`config.mk`:
```
export PLATFORM = sky130hd
export DESIGN_NAME = plac_ctrl
export DESIGN_NICKNAME = d
export VERILOG_FILES = /design/src/rtl/core/plac_pkg.sv /design/src/rtl/core/plac_ctrl.sv
export SDC_FILE = /design/constraint.sdc
export NUM_CORES = 1
export LEC_CHECK = 0
export ABC_AREA = 1
export BUFFER_PORTS_ARGS = -buffer_cell sky130_fd_sc_hd__buf_2
export CAP_MARGIN = 10
export CELL_PAD_IN_SITES_DETAIL_PLACEMENT = 0
export CELL_PAD_IN_SITES_GLOBAL_PLACEMENT = 1
export CORE_ASPECT_RATIO = 1.2
export CORE_MARGIN = 5
export CORE_UTILIZATION = 29
export CTS_BUF_LIST = sky130_fd_sc_hd__clkbuf_8
export DETAILED_ROUTE_END_ITERATION = 10
export PLACE_DENSITY_LB_ADDON = 0.12
export SYNTH_ARGS = -nofsm -noshare
export SYNTH_HDL_FRONTEND = slang
export SYNTH_SLANG_ARGS = --single-unit
```
`constraint.sdc`:
```
create_clock -name clk -period 1.48 [get_ports clk]
set_input_delay 0.148 -clock clk [delete_from_list [all_inputs] [get_ports clk]]
set_output_delay 0.148 -clock clk [all_outputs]
set_load 0.05 [all_outputs]
```
`src/rtl/core/plac_pkg.sv`:
```
`default_nettype none

package plac_pkg;

  localparam int DATA_WIDTH = 32;
  localparam int FRAC_BITS  = 16;
  localparam int ACC_WIDTH  = 64;
  localparam int WORD_WIDTH = 64;
  localparam int LOG_ITERS  = 30;
  localparam int CFG_WIDTH  = 32;
  localparam int DIV_WIDTH  = WORD_WIDTH + FRAC_BITS;

  typedef logic signed [WORD_WIDTH-1:0] word_t;

  localparam word_t WORD_MAX   = {1'b0, {(WORD_WIDTH-1){1'b1}}};
  localparam word_t WORD_MIN   = {1'b1, {(WORD_WIDTH-1){1'b0}}};
  localparam word_t ONE        = word_t'(64'sd1 <<< FRAC_BITS);
  localparam word_t LN2_Q30    = 64'sd744261118;
  localparam word_t TWO_PI_Q30 = 64'sd6746518852;

  typedef enum logic [1:0] {
    MODE_XENT  = 2'd0,
    MODE_GAUSS = 2'd1,
    MODE_BRIER = 2'd2,
    MODE_HINGE = 2'd3
  } loss_mode_t;

  typedef enum logic [1:0] {
    REG_LOSS_MODE = 2'd0,
    REG_CLAMP_TOL = 2'd1,
    REG_SIGMA     = 2'd2
  } reg_index_t;

  typedef enum logic [1:0] {
    UOP_MUL = 2'd0,
    UOP_LOG = 2'd1,
    UOP_DIV = 2'd2
  } uop_kind_t;

  typedef enum logic [3:0] {
    SRC_P, SRC_T, SRC_PC, SRC_OMPC, SRC_OMT, SRC_D, SRC_SIGMA,
    SRC_LN2, SRC_TWO_PI, SRC_RA, SRC_RB, SRC_RS, SRC_RY
  } src_t;

  typedef enum logic [1:0] {
    DST_RA, DST_RB, DST_RS, DST_RY
  } dst_t;

  typedef enum logic [1:0] {
    SH_FRAC, SH_Q30, SH_LN
  } shift_t;

  typedef struct packed {
    uop_kind_t kind;
    src_t      a;
    src_t      b;
    shift_t    sh;
    dst_t      dst;
    logic      last;
  } uop_t;

  typedef enum logic [2:0] {
    ST_IDLE, ST_ISSUE, ST_WAIT, ST_FINISH, ST_ACCUM
  } ctrl_state_t;

  typedef enum logic [1:0] {
    LOG_IDLE, LOG_NORM, LOG_ITER
  } log_phase_t;

  typedef struct packed {
    logic load;
    logic start;
    uop_t uop;
    logic finish;
    logic accum;
  } dp_cmd_t;

  typedef struct packed {
    logic       done;
    logic       last;
    logic       out_valid;
    loss_mode_t mode;
  } dp_stat_t;

  function automatic uop_t mk(uop_kind_t k, src_t a, src_t b, shift_t sh, dst_t d,
                              logic last);
    uop_t u;
    u.kind = k;
    u.a    = a;
    u.b    = b;
    u.sh   = sh;
    u.dst  = d;
    u.last = last;
    return u;
  endfunction

  // Per-mode micro-op sequence.
  function automatic uop_t uop_lookup(loss_mode_t mode, logic [2:0] idx);
    uop_t u;
    u = mk(UOP_MUL, SRC_D, SRC_D, SH_FRAC, DST_RA, 1'b1);
    case (mode)
      MODE_XENT: begin
        case (idx)
          3'd0: u = mk(UOP_LOG, SRC_PC, SRC_PC, SH_FRAC, DST_RY, 1'b0);
          3'd1: u = mk(UOP_MUL, SRC_RY, SRC_LN2, SH_LN, DST_RA, 1'b0);
          3'd2: u = mk(UOP_MUL, SRC_T, SRC_RA, SH_FRAC, DST_RA, 1'b0);
          3'd3: u = mk(UOP_LOG, SRC_OMPC, SRC_OMPC, SH_FRAC, DST_RY, 1'b0);
          3'd4: u = mk(UOP_MUL, SRC_RY, SRC_LN2, SH_LN, DST_RB, 1'b0);
          default: u = mk(UOP_MUL, SRC_OMT, SRC_RB, SH_FRAC, DST_RB, 1'b1);
        endcase
      end
      MODE_GAUSS: begin
        case (idx)
          3'd0: u = mk(UOP_MUL, SRC_SIGMA, SRC_SIGMA, SH_FRAC, DST_RS, 1'b0);
          3'd1: u = mk(UOP_MUL, SRC_D, SRC_D, SH_FRAC, DST_RA, 1'b0);
          3'd2: u = mk(UOP_DIV, SRC_RA, SRC_RS, SH_FRAC, DST_RA, 1'b0);
          3'd3: u = mk(UOP_MUL, SRC_RS, SRC_TWO_PI, SH_Q30, DST_RB, 1'b0);
          3'd4: u = mk(UOP_LOG, SRC_RB, SRC_RB, SH_FRAC, DST_RY, 1'b0);
          default: u = mk(UOP_MUL, SRC_RY, SRC_LN2, SH_LN, DST_RB, 1'b1);
        endcase
      end
      MODE_BRIER: u = mk(UOP_MUL, SRC_D, SRC_D, SH_FRAC, DST_RA, 1'b1);
      default:    u = mk(UOP_MUL, SRC_T, SRC_P, SH_FRAC, DST_RA, 1'b1);
    endcase
    return u;
  endfunction

  function automatic word_t add_sat(word_t a, word_t b);
    logic signed [WORD_WIDTH:0] s;
    s = {a[WORD_WIDTH-1], a} + {b[WORD_WIDTH-1], b};
    if (s[WORD_WIDTH] != s[WORD_WIDTH-1]) begin
      return s[WORD_WIDTH] ? WORD_MIN : WORD_MAX;
    end
    return s[WORD_WIDTH-1:0];
  endfunction

  function automatic word_t neg_sat(word_t a);
    return (a == WORD_MIN) ? WORD_MAX : -a;
  endfunction

endpackage

`default_nettype wire

```
`src/rtl/core/plac_ctrl.sv`:
```
`default_nettype none

// Sequencer: walks the micro-op list of the selected loss for each element.
module plac_ctrl (
  input  logic               clk,
  input  logic               rst,
  input  logic               item_valid,
  output logic               item_ready,
  input  plac_pkg::dp_stat_t stat,
  output plac_pkg::dp_cmd_t  cmd
);

  plac_pkg::ctrl_state_t state;
  plac_pkg::ctrl_state_t state_next;
  logic [2:0]            uidx;
  logic [2:0]            uidx_next;
  plac_pkg::uop_t        uop;
  logic                  out_blocked;

  assign uop         = plac_pkg::uop_lookup(stat.mode, uidx);
  assign out_blocked = stat.last && stat.out_valid;

  always_comb begin
    state_next = state;
    uidx_next  = uidx;
    case (state)
      plac_pkg::ST_IDLE: begin
        if (item_valid) begin
          state_next = plac_pkg::ST_ISSUE;
          uidx_next  = 3'd0;
        end
      end
      plac_pkg::ST_ISSUE: state_next = plac_pkg::ST_WAIT;
      plac_pkg::ST_WAIT: begin
        if (stat.done) begin
          if (uop.last) begin
            state_next = plac_pkg::ST_FINISH;
          end else begin
            state_next = plac_pkg::ST_ISSUE;
            uidx_next  = uidx + 3'd1;
          end
        end
      end
      plac_pkg::ST_FINISH: state_next = plac_pkg::ST_ACCUM;
      plac_pkg::ST_ACCUM: begin
        if (!out_blocked) begin
          state_next = plac_pkg::ST_IDLE;
        end
      end
      default: state_next = plac_pkg::ST_IDLE;
    endcase
  end

  always_comb begin
    item_ready = 1'b0;
    cmd        = '0;
    cmd.uop    = uop;
    case (state)
      plac_pkg::ST_IDLE: begin
        item_ready = 1'b1;
        cmd.load   = item_valid;
      end
      plac_pkg::ST_ISSUE:  cmd.start  = 1'b1;
      plac_pkg::ST_FINISH: cmd.finish = 1'b1;
      plac_pkg::ST_ACCUM:  cmd.accum  = !out_blocked;
      default: ;
    endcase
  end

  always_ff @(posedge clk) begin
    if (rst) begin
      state <= plac_pkg::ST_IDLE;
      uidx  <= 3'd0;
    end else begin
      state <= state_next;
      uidx  <= uidx_next;
    end
  end

endmodule

`default_nettype wire

```
# Word-level counts from Yosys, hierarchy flattened
# Cells that the tools add are included.
# W data, S select, Z words.
# classes
n_reduce_logical,8
n_addsub,1
mux,17
n_eq_ne,14
# op_table
cell,count
$pmux W15 S5,1
$pmux W14 S5,1
$pmux W15 S3,1
$mux W3,6
$pmux W3 S5,1
$eq A3 B2 Y1 const B,4
$ne A2 B2 Y1 const B,4
$eq A3 B1 Y1 const B,2
$eq A3 B3 Y1 const B,2
$logic_not A3 Y1,2
$pmux W3 S2,1
$mux W1,5
$reduce_and A4 Y1,1
$add A3 B1 Y3 const B,1
$reduce_and A3 Y1,1
$eq A2 B1 Y1 const B,1
$eq A2 B2 Y1 const B,1
$logic_not A2 Y1,1
$mux W2,1
$reduce_bool A2 Y1,1
$logic_and A1 B1 Y1,1
$logic_not A1 Y1,1
# word_totals
input_bits,8
out_inout_bits,20
wordCells,42
register_bits,6

# Logic depth before layout (Yosys ltp)
# depth
depth_word,6
depth_mapped,9
mapped_depth_nobuf,9

# Worst setup path before layout
# Ideal clock, no wire load.
# synth_path
path_kind,register to output
startpoint,register uidx[2]
endpoint,output cmd[10] in the netlist's numbering
arrival_time_ps,2460
slack_ps,-1128
stages_incl_launch_ff,5
required_ps,1332
n_path_buf,0
cell_sequence,dfxtp_1 -> inv_2 -> nand2_1 -> o21ai_0 -> o311ai_0
# synth_lines
element,line_no,rtl
from (decl),plac_ctrl.sv:15,logic [2:0] uidx;
from (signal assigned),plac_ctrl.sv:76,uidx <= uidx_next;
to (decl),plac_ctrl.sv:10,output plac_pkg::dp_cmd_t cmd

==> reports/results.txt <==
The run finished, with violations left. The final reports fail on setup timing. Dividing total power by cell area gives a power density of 2390 nW/um^2.

The cell sitting at the root of the clock tree is a sky130_fd_sc_hd__clkbuf_8. Fill cells in the final layout number 229. For the hold violation total from the final report, the log shows 0. The min-delay analysis places its worst path in the category input pin to flop. The maximum fanout along the worst path is 5. The launch point of the worst hold path was rst. STA classifies the critical path endpoint as a primary output. For the worst setup path, the data required time is 1.33 ns. Synthesis produced a netlist with a net count of 131. Dividing the detail-routed via count by the number of cells gives 4.70. After synthesis, the cell types taking the most area are sky130_fd_sc_hd__dfxtp_1 17%, sky130_fd_sc_hd__nand2_1 16%, sky130_fd_sc_hd__inv_1 11%, sky130_fd_sc_hd__ha_1 8.8%, sky130_fd_sc_hd__nand3_1 6.3%.

TritonCTS built the clock tree. The cell depth of the worst hold path is 2, and the sequential cell area fraction in the yosys report is 0.169. The final layout contains 181 nets.

The finished cells cover 1450 sq um. The number of buffer cells added on primary ports was 27. Setup repair after global routing could not meet its margin everywhere. Clock skew on the completed layout was measured at 0.000978 ns.

The portion of synthesized cell area occupied by the leading cell type was 0.169. For the worst flop-to-flop path, the logic depth is 11. The count of placed standard cells in the final layout, fillers left out is 197, and the first-pass GRT wire length is 4210 microns. The top achievable clock speed was 565 MHz; the number of search-and-repair iterations in the first detailed-routing pass was 4. The number of antenna diodes in the final layout is 0.

Synthesis instantiated 21 different standard cells from the library. Uppermost signal routing layer after detailed routing: met4. The ratio of cells with drive above 1 in the final layout was 0.614.

The routed design could run at a clock period as short as 1.77 ns. For the worst-skew pair, the clock arrives at the later sink with an insertion delay of 0.23 ns. The wire length per cell was 12.2 microns. The number of max-cap violations was 0; the area overhead of the layout relative to synthesis was 103%. The count of final setup violators was 18; the overall routing resource usage was 0.146. The logs give 2 for the number of buffers between clock root and the deepest sink and 8 for the maximum number of pins on one net before global-route repair. The total power after layout is 3.46 mW, and the headroom to the max-slew limit is 0.698. Post-synthesis instance area: 712 sq um.

The count of hold buffers inserted by post-cts repair is 0, and the number of H-tree levels is 1. For this run, the number of Yosys warnings is 0. Counting flops and latches in the post-synthesis netlist gives 6.

The logs give 192 for the instance count after placement with tap cells included and 1.62 ns for the worst endpoint data arrival time. The boundary pin count was 28. From bottom edge to top edge, the die measures 64.3 microns. The run gives 0.306 as the starting density of the core. The tree built by TritonCTS fans out to 6 sinks. In this run the remaining antenna-violating nets after routing total 0.

In this run the core area contains 19 standard-cell rows. The total congestion overflow was 0. The worst-case IR drop observed on VDD is 1.11 mV.

The period utilization came out at 1.20. After clock tree synthesis, the clock-pin slew on the worst setup and hold paths is 0.04 ns. The logs give 0 for the initial antenna violation count and 1430 microns for the detailed-routed wire length on met2.

The via count of the first global-routing pass was 992. Buffers inserted during clock tree synthesis total 3. After detailed routing, the total wire length is 2410 microns. The run gives 118 as the instance count of the mapped netlist. The startpoint identified for the worst register-to-register timing path is uidx[0]. Category of the worst setup path launch point: a flop. For this block, the via count after detailed routing is 925. The region available for standard cell placement spans 2330 sq um.

The average instance area after synthesis is 6.03 sq um. The worst setup path category is flop to primary output. The number of violations reported at the end of detailed-routing iteration 0 was 14; the sum of net half-perimeters after detailed placement was 1930 microns. sky130_fd_sc_hd__dfxtp_1 takes more of the synthesized area than any other cell. The number of pins exceeding their max-slew limit in the final report is 0, and the post-route DRC violation count is 0.

Detailed routing placed a total of 100 microns of wire on met3. The smallest setup slack after layout is -0.291 ns, and the total routed wire length on the met1 layer is 844 microns. In this run the static leakage power is 0.716 nW. Origin of the worst setup path: uidx[0]. At the end of routability-driven placement, the weighted congestion stood at 0.811. The width of the die is 55.2 microns, and the die outline area is 3550 sq um.

At the pin with the least slew margin, the transition time is 0.451 ns. Summing all placed instances gives a cell area of 1150 sq um.
## metrics by stage
stage          hold slack, ns   util  worst slack, ns  setup TNS (ns)
2_1_floorplan           0.217      -           -0.168          -0.298
3_3_place_gp            0.341  0.494           -0.137           -1.14
3_5_place_dp            0.343  0.494           -0.150           -1.53
4_1_cts                 0.106  0.606           -0.287           -3.59
5_1_grt                 0.126  0.621           -0.340           -4.70
6_report                0.112  0.621           -0.291           -3.66
## repair_timing
action	in CTS	in global routing
gates cloned	0	0
pin swaps	7	1
gates resized for setup	58	12
setup endpoints to repair	19	22
setup buffers	3	0
## kinds of logic after synthesis
group                    count (synthesis)  share of synthesized area
AND/OR/NAND/NOR                         64                      0.438
buffers and inverters                   24                      0.127
AO/OA/AOI/OAI                           19                      0.179
flip-flops                               6                      0.169
adder cells (fa/ha/maj)                  5                     0.0879
## synthesized netlist by cell type
cell and n:
sky130_fd_sc_hd__a21oi_1 5, sky130_fd_sc_hd__a21oi_4 1, sky130_fd_sc_hd__dfxtp_1 6, sky130_fd_sc_hd__ha_1 5, sky130_fd_sc_hd__inv_1 20, sky130_fd_sc_hd__inv_2 4, sky130_fd_sc_hd__nand2_1 30, sky130_fd_sc_hd__nand2_2 1
sky130_fd_sc_hd__nand2_4 3, sky130_fd_sc_hd__nand3_1 9, sky130_fd_sc_hd__nand3b_1 1, sky130_fd_sc_hd__nand4_1 2, sky130_fd_sc_hd__nor2_1 11, sky130_fd_sc_hd__nor2_2 2, sky130_fd_sc_hd__nor2_8 1, sky130_fd_sc_hd__nor3_1 4
sky130_fd_sc_hd__o211ai_2 1, sky130_fd_sc_hd__o21ai_0 8, sky130_fd_sc_hd__o21ai_2 1, sky130_fd_sc_hd__o311ai_0 2, sky130_fd_sc_hd__o31ai_1 1
## layout by cell type, fill, tap and decap left out, types with 4 or more instances in the layout
cell / count
sky130_fd_sc_hd__nand2_2: 5
sky130_fd_sc_hd__inv_1: 15
sky130_fd_sc_hd__buf_2: 9
sky130_fd_sc_hd__buf_4: 17
sky130_fd_sc_hd__inv_2: 6
sky130_fd_sc_hd__nand3_1: 4
sky130_fd_sc_hd__nor2_1: 10
sky130_fd_sc_hd__nand2_1: 21
sky130_fd_sc_hd__nand2_4: 7
sky130_fd_sc_hd__buf_8: 6
sky130_fd_sc_hd__o21ai_2: 4
sky130_fd_sc_hd__nand3_2: 4
sky130_fd_sc_hd__buf_6: 11
## layer usage
metal	global-route usage	up-vias
met1	0.135	423
met5	0	-
met4	0.0638	0
met3	0.0201	4
li1	-	476
met2	0.308	22
## area by class of cell
type,instances,area (sq um),share of cell area
Timing Repair Buffer,45,414,0.286
Sequential cell,6,129,0.0890
Multi-Input combinational cell,88,727,0.502
Tap cell,31,38.8,0.0268
Inverter,24,97.6,0.0674
Clock buffer,3,41.3,0.0285
## worst max-delay path: stages (launching register included)
cell and delay, ns:
sky130_fd_sc_hd__dfxtp_4 0.36, sky130_fd_sc_hd__buf_12 0.13, sky130_fd_sc_hd__ha_4 0.15, sky130_fd_sc_hd__o21ai_4 0.18
sky130_fd_sc_hd__nand2_4 0.08, sky130_fd_sc_hd__inv_4 0.08, sky130_fd_sc_hd__nand2_4 0.05, sky130_fd_sc_hd__buf_4 0.13
sky130_fd_sc_hd__nand3_2 0.06, sky130_fd_sc_hd__buf_8 0.14
## flip-flops by register name, indices dropped and copies added, names as in the netlist
register,flops
state,3
uidx,3
## path summary, 6_finish.rpt
kind | end | slack (ns)
setup reg to reg | uidx[0] | -0.13
setup / recovery | cmd[3] | -0.29
hold / removal | state[2] | 0.11
hold reg to reg | uidx[1] | 0.56
## power breakdown
part	internal, mW	switching [mW]	leakage, nW	total, mW
clock	0.175	0.0761	0.0216	0.251
combinational	1.14	1.73	0.644	2.87
sequential	0.233	0.105	0.0511	0.338
total	1.55	1.91	0.716	3.46
Note: power is estimated with default switching activity, not from simulation.
